--- src/rtl/sbmq_pkg.sv ---
// ----------------------------------------------------------------------------
// sbmq_pkg
// Types and codes shared by the shared-buffer multi-queue block.
// ----------------------------------------------------------------------------
`default_nettype none

package sbmq_pkg;

    // Field widths fixed by the interface
    localparam int QID_W  = 3;
    localparam int DOUT_W = 32;
    localparam int DIN_W  = 32;

    // Request codes
    localparam logic OP_ENQ = 1'b0;
    localparam logic OP_DEQ = 1'b1;

    // Result status codes
    typedef enum logic [1:0] {
        ST_OK    = 2'd0,
        ST_FULL  = 2'd1,
        ST_EMPTY = 2'd2
    } t_status;

endpackage

`default_nettype wire

--- src/rtl/shared_buffer_multi_queue_top.sv ---
// ----------------------------------------------------------------------------
// shared_buffer_multi_queue_top
// Several FIFO queues sharing one slot store, linked through a free list.
//
// Usage:
//   Request channel (i_valid / o_ready): i_req_type selects enqueue or
//   dequeue, i_queue_id the queue (taken modulo QUEUES), i_data_in the value
//   to enqueue. Result channel (o_valid / i_ready): one result item per
//   request, carrying the dequeued value (zero otherwise), a status code
//   (ok, enqueue dropped on a full store, dequeue on an empty queue), and
//   store-full / queue-empty flags as they stand after the operation.
//   Timing: one request is in flight at a time. An enqueue onto an empty
//   queue or a full store and a dequeue from an empty queue go from S_LOOK
//   to S_DONE; an append passes S_LINK2 and a successful dequeue S_FETCH on
//   the way, and S_DONE loads the output register. The next request is taken
//   as the result is first presented. The extra states are due to the
//   registered read port of the queue-pointer and link RAMs and to the single
//   write port of the link RAM, which an append uses twice.
//   Reset: every queue empty, free list holds slots in ascending order.
//   Per-queue valid bits and a fill mark stand in for RAM initialisation,
//   so the block accepts requests straight out of reset.
//   Stall: the result sits in an output register; the next request is
//   taken while it waits, and its own result holds until the register frees.
// ----------------------------------------------------------------------------
`default_nettype none

module shared_buffer_multi_queue_top
    import sbmq_pkg::*;
#(
    parameter int SLOTS      = 64,
    parameter int QUEUES     = 8,
    parameter int DATA_WIDTH = 32
) (
    input  wire logic                     i_clk,
    input  wire logic                     i_rst_n,
    // request channel
    input  wire logic                     i_valid,
    output logic                          o_ready,
    input  wire logic                     i_req_type,
    input  wire logic        [QID_W-1:0]  i_queue_id,
    input  wire logic signed [DIN_W-1:0]  i_data_in,
    // result channel
    output logic                          o_valid,
    input  wire logic                     i_ready,
    output logic signed      [DOUT_W-1:0] o_data_out,
    output logic             [1:0]        o_status,
    output logic                          o_store_full,
    output logic                          o_queue_empty
);

    // Pointer holds a slot number or SLOTS for null
    localparam int PW = $clog2(SLOTS + 1);
    localparam int AW = (SLOTS > 1) ? $clog2(SLOTS) : 1;
    localparam int QW = (QUEUES > 1) ? $clog2(QUEUES) : 1;
    localparam logic [PW-1:0] NIL = PW'(SLOTS);

    typedef enum logic [2:0] {
        S_IDLE,
        S_LOOK,
        S_FETCH,
        S_LINK2,
        S_DONE
    } t_state;

    t_state              r_state;
    logic                r_op;
    logic [QW-1:0]       r_q;
    logic [DATA_WIDTH-1:0] r_din;
    logic [PW-1:0]       r_free_head;
    logic [PW-1:0]       r_wm;        // slots at or above this were never used
    logic [PW-1:0]       r_slot;
    logic [PW-1:0]       r_head;
    logic [PW-1:0]       r_tail;
    logic [QUEUES-1:0]   r_qvalid;
    // pending result
    logic [DOUT_W-1:0]   r_res_data;
    t_status             r_res_status;
    logic                r_res_full;
    logic                r_res_empty;
    // output register
    logic                r_ovalid;
    logic [DOUT_W-1:0]   r_data_out;
    t_status             r_status;
    logic                r_store_full;
    logic                r_queue_empty;

    // Queue index reduction
    logic [QID_W-1:0]    qid_mod;
    logic [QW-1:0]       qidx;

    always_comb begin
        qid_mod = i_queue_id;
        for (int k = 0; k < (1 << QID_W); k++) begin
            if (int'(qid_mod) >= QUEUES) begin
                qid_mod = qid_mod - QID_W'(QUEUES);
            end
        end
        qidx = QW'(qid_mod);
    end

    // RAM ports
    logic                  qram_we, qram_re;
    logic [QW-1:0]         qram_waddr, qram_raddr;
    logic [2*PW-1:0]       qram_wdata, qram_rdata;
    logic                  link_we, link_re;
    logic [AW-1:0]         link_waddr, link_raddr;
    logic [PW-1:0]         link_wdata, link_rdata;
    logic                  data_we, data_re;
    logic [AW-1:0]         data_waddr, data_raddr;
    logic [DATA_WIDTH-1:0] data_wdata, data_rdata;

    sbmq_ram #(.WIDTH(2 * PW), .DEPTH(QUEUES)) u_qram (
        .i_clk   (i_clk),
        .i_we    (qram_we),
        .i_waddr (qram_waddr),
        .i_wdata (qram_wdata),
        .i_re    (qram_re),
        .i_raddr (qram_raddr),
        .o_rdata (qram_rdata)
    );

    sbmq_ram #(.WIDTH(PW), .DEPTH(SLOTS)) u_link_ram (
        .i_clk   (i_clk),
        .i_we    (link_we),
        .i_waddr (link_waddr),
        .i_wdata (link_wdata),
        .i_re    (link_re),
        .i_raddr (link_raddr),
        .o_rdata (link_rdata)
    );

    sbmq_ram #(.WIDTH(DATA_WIDTH), .DEPTH(SLOTS)) u_data_ram (
        .i_clk   (i_clk),
        .i_we    (data_we),
        .i_waddr (data_waddr),
        .i_wdata (data_wdata),
        .i_re    (data_re),
        .i_raddr (data_raddr),
        .o_rdata (data_rdata)
    );

    // Decoded lookups
    logic [PW-1:0] head, tail, enq_link;
    logic          head_nil, tail_nil, free_nil, enq_link_nil, deq_link_nil;

    always_comb begin
        // a queue never written reads as empty
        head = r_qvalid[r_q] ? qram_rdata[2*PW-1:PW] : NIL;
        tail = r_qvalid[r_q] ? qram_rdata[PW-1:0]    : NIL;
        head_nil = (head >= NIL);
        tail_nil = (tail >= NIL);
        free_nil = (r_free_head >= NIL);
        // an untouched slot still links to its successor
        enq_link = (r_free_head < r_wm) ? link_rdata : r_free_head + PW'(1);
        enq_link_nil = (enq_link >= NIL);
        deq_link_nil = (link_rdata >= NIL);
    end

    // Memory control
    always_comb begin
        qram_we    = 1'b0;
        qram_re    = 1'b0;
        qram_waddr = r_q;
        qram_raddr = qidx;
        qram_wdata = {NIL, NIL};
        link_we    = 1'b0;
        link_re    = 1'b0;
        link_waddr = r_free_head[AW-1:0];
        link_raddr = r_free_head[AW-1:0];
        link_wdata = NIL;
        data_we    = 1'b0;
        data_re    = 1'b0;
        data_waddr = r_free_head[AW-1:0];
        data_raddr = head[AW-1:0];
        data_wdata = r_din;
        unique case (r_state)
            S_IDLE: begin
                // fetch queue pointers and the free head's link up front
                qram_re = 1'b1;
                link_re = 1'b1;
            end
            S_LOOK: begin
                if (r_op == OP_ENQ) begin
                    if (!free_nil) begin
                        data_we = 1'b1;
                        link_we = 1'b1;
                        qram_we = 1'b1;
                        qram_wdata = (head_nil || tail_nil) ? {r_free_head, r_free_head}
                                                            : {head, r_free_head};
                    end
                end else if (!head_nil) begin
                    link_re    = 1'b1;
                    link_raddr = head[AW-1:0];
                    data_re    = 1'b1;
                end
            end
            S_FETCH: begin
                // return the slot to the free list
                link_we    = 1'b1;
                link_waddr = r_head[AW-1:0];
                link_wdata = r_free_head;
                qram_we    = 1'b1;
                qram_wdata = deq_link_nil ? {NIL, NIL} : {link_rdata, r_tail};
            end
            S_LINK2: begin
                // chain the new slot after the old tail
                link_we    = 1'b1;
                link_waddr = r_tail[AW-1:0];
                link_wdata = r_slot;
            end
            S_DONE: begin
            end
            default: begin
            end
        endcase
    end

    // Sequencer and registered outputs
    always_ff @(posedge i_clk) begin
        if (!i_rst_n) begin
            r_state     <= S_IDLE;
            r_free_head <= '0;
            r_wm        <= '0;
            r_qvalid    <= '0;
            r_ovalid    <= 1'b0;
        end else begin
            // drop the taken result unless a new one is loaded this cycle
            if (i_ready && (r_state != S_DONE)) begin
                r_ovalid <= 1'b0;
            end
            unique case (r_state)
                S_IDLE: begin
                    if (i_valid) begin
                        r_op    <= i_req_type;
                        r_q     <= qidx;
                        r_din   <= DATA_WIDTH'(i_data_in);
                        r_state <= S_LOOK;
                    end
                end
                S_LOOK: begin
                    r_tail     <= tail;
                    r_res_data <= '0;
                    if (r_op == OP_ENQ) begin
                        if (free_nil) begin
                            r_res_status <= ST_FULL;
                            r_res_full   <= 1'b1;
                            r_res_empty  <= head_nil;
                            r_state      <= S_DONE;
                        end else begin
                            r_slot      <= r_free_head;
                            r_free_head <= enq_link;
                            if (r_free_head == r_wm) begin
                                r_wm <= r_wm + PW'(1);
                            end
                            r_qvalid[r_q] <= 1'b1;
                            r_res_status  <= ST_OK;
                            r_res_full    <= enq_link_nil;
                            r_res_empty   <= 1'b0;
                            r_state <= (!head_nil && !tail_nil) ? S_LINK2 : S_DONE;
                        end
                    end else begin
                        if (head_nil) begin
                            r_res_status <= ST_EMPTY;
                            r_res_full   <= free_nil;
                            r_res_empty  <= 1'b1;
                            r_state      <= S_DONE;
                        end else begin
                            r_head  <= head;
                            r_state <= S_FETCH;
                        end
                    end
                end
                S_FETCH: begin
                    r_free_head  <= r_head;
                    r_res_data   <= DOUT_W'(data_rdata);
                    r_res_status <= ST_OK;
                    r_res_full   <= 1'b0;
                    r_res_empty  <= deq_link_nil;
                    r_state      <= S_DONE;
                end
                S_LINK2: begin
                    r_state <= S_DONE;
                end
                S_DONE: begin
                    // hold until the output register frees
                    if (!r_ovalid || i_ready) begin
                        r_ovalid      <= 1'b1;
                        r_data_out    <= r_res_data;
                        r_status      <= r_res_status;
                        r_store_full  <= r_res_full;
                        r_queue_empty <= r_res_empty;
                        r_state       <= S_IDLE;
                    end
                end
                default: begin
                    r_state <= S_IDLE;
                end
            endcase
        end
    end

    assign o_ready       = (r_state == S_IDLE);
    assign o_valid       = r_ovalid;
    assign o_data_out    = r_data_out;
    assign o_status      = r_status;
    assign o_store_full  = r_store_full;
    assign o_queue_empty = r_queue_empty;

    // Checks
    a_wm_bound: assert property (@(posedge i_clk) disable iff (!i_rst_n)
        r_wm <= NIL)
        else $error("fill mark beyond slot count");

    a_fresh_order: assert property (@(posedge i_clk) disable iff (!i_rst_n)
        ((r_free_head < NIL) && (r_free_head >= r_wm)) |-> (r_free_head == r_wm))
        else $error("free head skips untouched slots");

    a_full_flag: assert property (@(posedge i_clk) disable iff (!i_rst_n)
        (r_ovalid && (r_status == ST_FULL)) |-> r_store_full)
        else $error("dropped enqueue without store-full flag");

    a_empty_flag: assert property (@(posedge i_clk) disable iff (!i_rst_n)
        (r_ovalid && (r_status == ST_EMPTY)) |-> (r_queue_empty && (r_data_out == '0)))
        else $error("failed dequeue reports data or non-empty queue");

endmodule

`default_nettype wire

--- src/rtl/sbmq_ram.sv ---
// ----------------------------------------------------------------------------
// sbmq_ram
// Generic single-write, single-read RAM with a registered read port.
// ----------------------------------------------------------------------------
`default_nettype none

module sbmq_ram #(
    parameter int WIDTH = 8,
    parameter int DEPTH = 16,
    parameter int AW    = (DEPTH > 1) ? $clog2(DEPTH) : 1
) (
    input  wire logic             i_clk,
    input  wire logic             i_we,
    input  wire logic [AW-1:0]    i_waddr,
    input  wire logic [WIDTH-1:0] i_wdata,
    input  wire logic             i_re,
    input  wire logic [AW-1:0]    i_raddr,
    output logic      [WIDTH-1:0] o_rdata
);

    logic [WIDTH-1:0] r_mem [DEPTH];
    logic [WIDTH-1:0] r_rdata;

    always_ff @(posedge i_clk) begin
        if (i_we) begin
            r_mem[i_waddr] <= i_wdata;
        end
        if (i_re) begin
            r_rdata <= r_mem[i_raddr];
        end
    end

    assign o_rdata = r_rdata;

endmodule

`default_nettype wire

--- config.mk ---
export PLATFORM = sky130hd
export DESIGN_NAME = shared_buffer_multi_queue_top
export DESIGN_NICKNAME = d
export VERILOG_FILES = /design/src/rtl/sbmq_pkg.sv /design/src/rtl/shared_buffer_multi_queue_top.sv /design/src/rtl/sbmq_ram.sv
export SDC_FILE = /design/constraint.sdc
export NUM_CORES = 2
export LEC_CHECK = 0
export ABC_AREA = 1
export ABC_CLOCK_PERIOD_IN_PS = 5300
export BUFFER_PORTS_ARGS = -buffer_cell sky130_fd_sc_hd__buf_4
export CORE_ASPECT_RATIO = 1.5
export CORE_MARGIN = 1
export CORE_UTILIZATION = 35
export CTS_CLUSTER_DIAMETER = 30
export DETAILED_ROUTE_END_ITERATION = 10
export GPL_ROUTABILITY_DRIVEN = 0
export PLACE_DENSITY = 0.47
export SYNTH_ARGS = -nofsm -noshare
export SYNTH_HDL_FRONTEND = slang
export SYNTH_SLANG_ARGS = --single-unit
--- constraint.sdc ---
create_clock -name i_clk -period 5.3 [get_ports i_clk]
set_input_delay 0.53 -clock i_clk [delete_from_list [all_inputs] [get_ports i_clk]]
set_output_delay 0.53 -clock i_clk [all_outputs]
set_load 0.02 [all_outputs]
---- After elaboration in Yosys (flattened, before gate mapping) ----
Memories as Yosys holds them, arrays and structs flattened. A register that Yosys moved wholly into a read port is not among the register bits.
Cells that the tools add are included.
Widths: inputs -> output; s select.
word-level totals
  bits in read-only memories .............. 0
  input port bits ......................... 40
  memories ................................ 3
  bits in writable memories ............... 2608
  bits in latches ......................... 0
  output and inout bits ................... 38
  register bits ........................... 155
memory list
  name              depth  width  read ports  clocked after Yosys merged registers in  wr ports  line            text
  u_data_ram.r_mem  64     32     1           1                                        1         sbmq_ram.sv:21  logic [WIDTH-1:0] r_mem [DEPTH];
  u_link_ram.r_mem  64     7      1           1                                        1         sbmq_ram.sv:21
  u_qram.r_mem      8      14     1           1                                        1         sbmq_ram.sv:21
cells by class
  reduce and logical (&&, ||, !) cells .... 22
  magnitude comparators ................... 8
  bitwise gates (word level) .............. 4
  div/mod/pow operators ................... 0
  muxes and demuxes ....................... 59
  add/sub/neg operators ................... 2
  multipliers ............................. 0
  eq/ne operators ......................... 11
  shift-type cells ........................ 0
operators with widths
  kind                 number
  $pmux 32 s2          1
  $mux 14              4
  $ge 7x7->1 const B   5
  $mux 7               5
  $pmux 14 s2          1
  $pmux 7 s2           2
  $mux 1               25
  $mux 3               6
  $mux 6               3
  $reduce_and 3->1     5
  $add 7x1->7 const B  2
  $pmux 3 s4           1
  $pmux 6 s2           1
  $reduce_and 4->1     3
  $pmux 1 s2           5
  $ne 2x2->1 const B   4
  $or 8x8->8           1
  $eq 7x7->1           1
  $lt 7x7->1           1
  $eq 3x2->1 const B   2
  $ne 3x3->1 const B   2
  $reduce_and 2->1     3
  $lt 3x4->1 const B   1
  $mux 2               2
  other kinds (13)     20

---- Depth between registers and ports, before layout ----
  word-level depth ........................ 10
  gate-level depth with buffers ........... 19

---- Hierarchy ----
A second synthesis with hierarchy kept.
second synthesis, totals
  cell total of the unflattened synthesis .. 9451
  area, all modules ....................... 113558.9 um2
modules (own cells, without submodules)
  module                         cells an instance  instances  area an instance (um2)
  sbmq_ram at u_data_ram         6778               1          83077.2
  sbmq_ram at u_link_ram         1590               1          18615.4
  shared_buffer_multi_queue_top  568                1          6463.7
  sbmq_ram at u_qram             515                1          5402.7

---- Least setup slack after synthesis ----
Ideal clock, no wire load.
  kind .................................... reg-to-reg
  start point ............................. register r_free_head[0]
  end point ............................... memory u_link_ram.r_mem[0][0] (netlist bit) (data pin)
  stages on the path, launching flop included .. 4
  data required time ...................... 4.598 ns
  setup slack ............................. 1.115 ns
  path buffers ............................ 1
  setup time .............................. 0.702 ns
  arrival ................................. 3.483 ns
  path through ............................ dfxtp_1 clkbuf_1 clkinv_1 o21ai_0
on the way
  cells in the longest elaborated chain, start to end .. 1
ends and longest elaborated chain
  what                     line                                  text
  from (decl)              shared_buffer_multi_queue_top.sv:69   logic [PW-1:0] r_free_head;
  from (signal assigned)   shared_buffer_multi_queue_top.sv:251  r_free_head <= enq_link;
  from (signal assigned)   shared_buffer_multi_queue_top.sv:274  r_free_head <= r_head;
  $pmux 7 s2               shared_buffer_multi_queue_top.sv:176  unique case (r_state)
  named net link_wdata[0]  shared_buffer_multi_queue_top.sv:107  logic [PW-1:0] link_wdata, link_rdata;
  to (decl)                sbmq_ram.sv:21
The timed path passes the listed nets, and every way through them passes these cells.

---- Worst setup path in the final report ----
  start point ............................. register r_q[1], in the netlist qram_waddr[1]
  end point ............................... register u_data_ram.r_rdata[6], in the netlist u_data_ram.o_rdata[6], read port of u_data_ram.r_mem (data pin)
on the way
  cells in the longest elaborated chain, start to end .. 7
ends and longest elaborated chain
  what                              line                                  text
  from (decl)                       shared_buffer_multi_queue_top.sv:67   logic [QW-1:0] r_q;
  from (signal assigned)            shared_buffer_multi_queue_top.sv:235  r_q <= qidx;
  $bmux 1 s3 (*)                    shared_buffer_multi_queue_top.sv:148  head = r_qvalid[r_q] ? qram_rdata[2*PW-1:PW] : NIL;
  $mux 1 (not written as such) (*)  shared_buffer_multi_queue_top.sv:148
  $mux 7 (*)                        shared_buffer_multi_queue_top.sv:148
  $ge 7x7->1                        shared_buffer_multi_queue_top.sv:150  head_nil = (head >= NIL);
  $mux 1                            shared_buffer_multi_queue_top.sv:191  end else if (!head_nil) begin
  $mux 1                            shared_buffer_multi_queue_top.sv:183  if (r_op == OP_ENQ) begin
  $mux 1                            shared_buffer_multi_queue_top.sv:176
  to (decl)                         sbmq_ram.sv:22                        logic [WIDTH-1:0] r_rdata;
Mark *: on every way between the ends. The rest lies on a longest branch, timed or not. The select of a mux whose other input is x is not followed.
A chain may end at the register's enable or synchronous reset.

==> metrics <==
wirelength, routed=~370,000 um; Pwr per Cell Area=roughly 420 nW/um^2; Final Core Density=between 40% and 50%; Post-Syn Area=114,000 sq um; Hold WC Path Type=in -> reg; dominant synthesized flop cell=edfxtp_1; worst clock skew=0.0901 ns; initial antenna violation count=14; yosys warns=0; Max Clk Rate=between 200 and 250 MHz; CP startpoint=qram_waddr[1]; Area Overhead vs Synth=20.1%; P_leak=approximately 45 nW; Tmin final=between 4 and 5 ns; Design Power=58.0 mW; EDFF count, synth=approximately 2,800; ratio of cells with drive above 1 in the final layout=approximately 18%; number of detailed-route iterations in the first pass=8; Avg Vias per Cell=between 5 and 6; crit-path max cell delay=about 0.55 ns; slowest CP cell=edfxtp_1; postcts setup bufs=0; DR WL met2=189,000 um; GRT Overall Usage=around 22%; RSZ-0062 raised after global routing=no; WL per Instance=about 27 um; Die W=roughly 470 um; Synth area leader=edfxtp_1; # fillers=29,600; total of max-cap violations=0; crit path kind=reg -> reg; Worst EP required=roughly 6 ns; vias=about 72,000; vias in the first global route=about 70,000; library cells used by synthesis=between 40 and 50; CTS sink cnt=between 2,000 and 3,000; placed inst area=approximately 120,000 sq um; row cnt=between 200 and 300; placeable core area=approximately 320,000 sq um; post-route ant nets=0; Buffers & Inverters on Critical Path=4; Clk Latency, worst-skew pair=around 0.95 ns; Initial Util=approximately a third; maximum number of pins on one net before global-route repair=155; DRT met1 WL=roughly 140,000 um; relative slew slack=14.2%; synth top area cells=edfxtp_1 73%, o211ai_1 6.4%, nand3_1 4.7%; CTS max path bufs=4; Buffers on Ports=77; hold path start=i_queue_id[1]; die area=around 330,000 sq um; Max Transition Viols Final=0; Final Hold Vio Count=0; nets@finish=around 8,900; Max FO, Critical Path=61; CTS clock-pin slew for the worst setup and hold paths=roughly 0.060 ns; fin area=137,000 sq um; outcome=finished clean; I/O pins=78; Synth top area share=73.4%; global-route wire length before repair=between 500,000 and 600,000 um; Worst EP arrival=roughly 5.3 ns; crit path cell chain=nor2_2, nand3_1, nand2_1, nor2_4, nand2_8, nand2_8, inv_8, buf_12, buf_4, buf_4, o21ai_0, o211ai_1, nand3_1, nand3_1, nand3_1, nand2_1; CTS tree=done; syn_area_per_cell=approximately 13 sq um; synthesized instance count=8,561; #FFs+latches synth=2,816; number of buffers inserted during clock tree synthesis=about 480; H-tree levels=5; setup TNS=0 ns; reg-to-reg setup timing slack=0.75 ns; Die Y=701 um; Worst-Margin Slew=about 1.3 ns; post-synthesis async set-or-reset flop share=0%; DR top layer=met5; CP endpoint kind=flop; # DRC=0; Root Driver=clkbuf_16; startpoint types=flop; synth cell count leaders=2,790 x edfxtp_1, 1,061 x nand3_1, 970 x o211ai_1; Setup Viol. Count Final=0; met3 wire len=roughly 19,000 um; Tcrit/Tclk final=85.8%; most frequent cell after synthesis=edfxtp_1; delay-heaviest family, CP=simple AND/OR/NAND/NOR gates; Synth Net Count=between 8,000 and 9,000; cts repair resizes=0; maximum vdd drop=slightly above 300 uV; sequential area share after synthesis=between 70% and 80%; HPWL after DPL=around 200,000 um; Congestion Overflow GR=0; cell mode on critical path=nand3_1; DRT iter0 DRCs=6,908; worst r2r src=qram_waddr[1]
## metal layers
metal	GRT usage, %	up-vias
li1	-	32300
met1	26.5	36800
met2	38.9	2266
met3	3.16	682
met4	8.14	4
met5	0	-
## through the flow
stage	hold WS, ns	cells	setup WS, ns
6_report	0.0973	13500	0.750
5_1_grt	0.0587	13500	0.592
4_1_cts	0.0148	13500	0.814
3_5_place_dp	0.405	12600	0.887
3_3_place_gp	0.402	12600	0.908
2_1_floorplan	0.400	8561	1.12
## final timing paths
| path | to | depth (start not counted) |
|---|---|---|
| setup / recovery | u_data_ram.o_rdata[6] | 16 |
| hold / removal | qram_waddr[1] | 1 |
| setup reg to reg | u_data_ram.o_rdata[6] | 16 |
| hold reg to reg | o_data_out[26] | 0 |
## cell usage in the layout, fill, tap and decap left out, drive strengths merged
master,netlist,layout
edfxtp,2790,2790
nand3,1062,1062
o211ai,970,970
nand2,673,673
nor2,669,669
or2,611,611
inv,512,569
clkbuf,273,526
o21ai,458,458
buf,309,323
clkinv,3,203
clkinvlp,0,58
bufinv,0,53
o22ai,51,51
nand3b,50,50
dlygate4sd3,0,37
a21oi,31,31
dfxtp,26,26
a31oi,22,22
nor3,22,22
nand4,12,12
ha,11,11
diode,0,5
a22oi,1,1
a2111oi,1,1
a21o,1,1
a221oi,1,1
nor3b,1,1
xor2,1,1
## repair_timing
| item | 4_1_cts | 5_1_grt |
|---|---|---|
| hold buffers | 37 | 0 |
| hold endpoints to repair | 55 | 0 |
| endpoints found under the setup margin | 0 | 0 |
## cell type report
type / instances / area, sq um / share of cell area, %
sequential: 2816 / 84300 / 61.5
multi-input combinational: 4648 / 25900 / 18.9
clock buffer: 526 / 12300 / 8.97
tap: 4257 / 5330 / 3.89
clock inverter: 368 / 3870 / 2.82
timing repair buffer: 360 / 3370 / 2.46
inverter: 515 / 1980 / 1.44
antenna: 5 / 12.5 / 0.00913
## state kept, by name, summed over array words and instances, names as in the netlist, 8 cells and up
signal              flops
u_data_ram.r_mem     2048
u_link_ram.r_mem      448
u_qram.r_mem          112
data_wdata             32
o_data_out             32
r_res_data             32
u_data_ram.o_rdata     32
u_qram.o_rdata         14
r_qvalid                8
## report_power, final
| part | internal [mW] | switching, mW |
|---|---|---|
| Sequential | 24.6 | 0.106 |
| Combinational | 0.654 | 1.95 |
| Clock | 19.4 | 11.2 |
| Total | 44.7 | 13.3 |
## cell families after synthesis
logic type	after synthesis	synth area share, %
flip-flops	2816	73.8
XOR/XNOR	1	0.00767
AO/OA/AOI/OAI	1536	8.97
buffers and inverters	1097	4.04
AND/OR/NAND/NOR	3100	13.0
adder cells (fa/ha/maj)	11	0.121
## worst reg2reg max path, delay by kind of cell (launching register included)
family / cells / cell delay, ns
buf+inv: 4 / 1.62
compound gates: 2 / 0.31
flops: 1 / 0.55
simple gates: 10 / 1.87
Note: power is estimated with default switching activity, not from simulation.
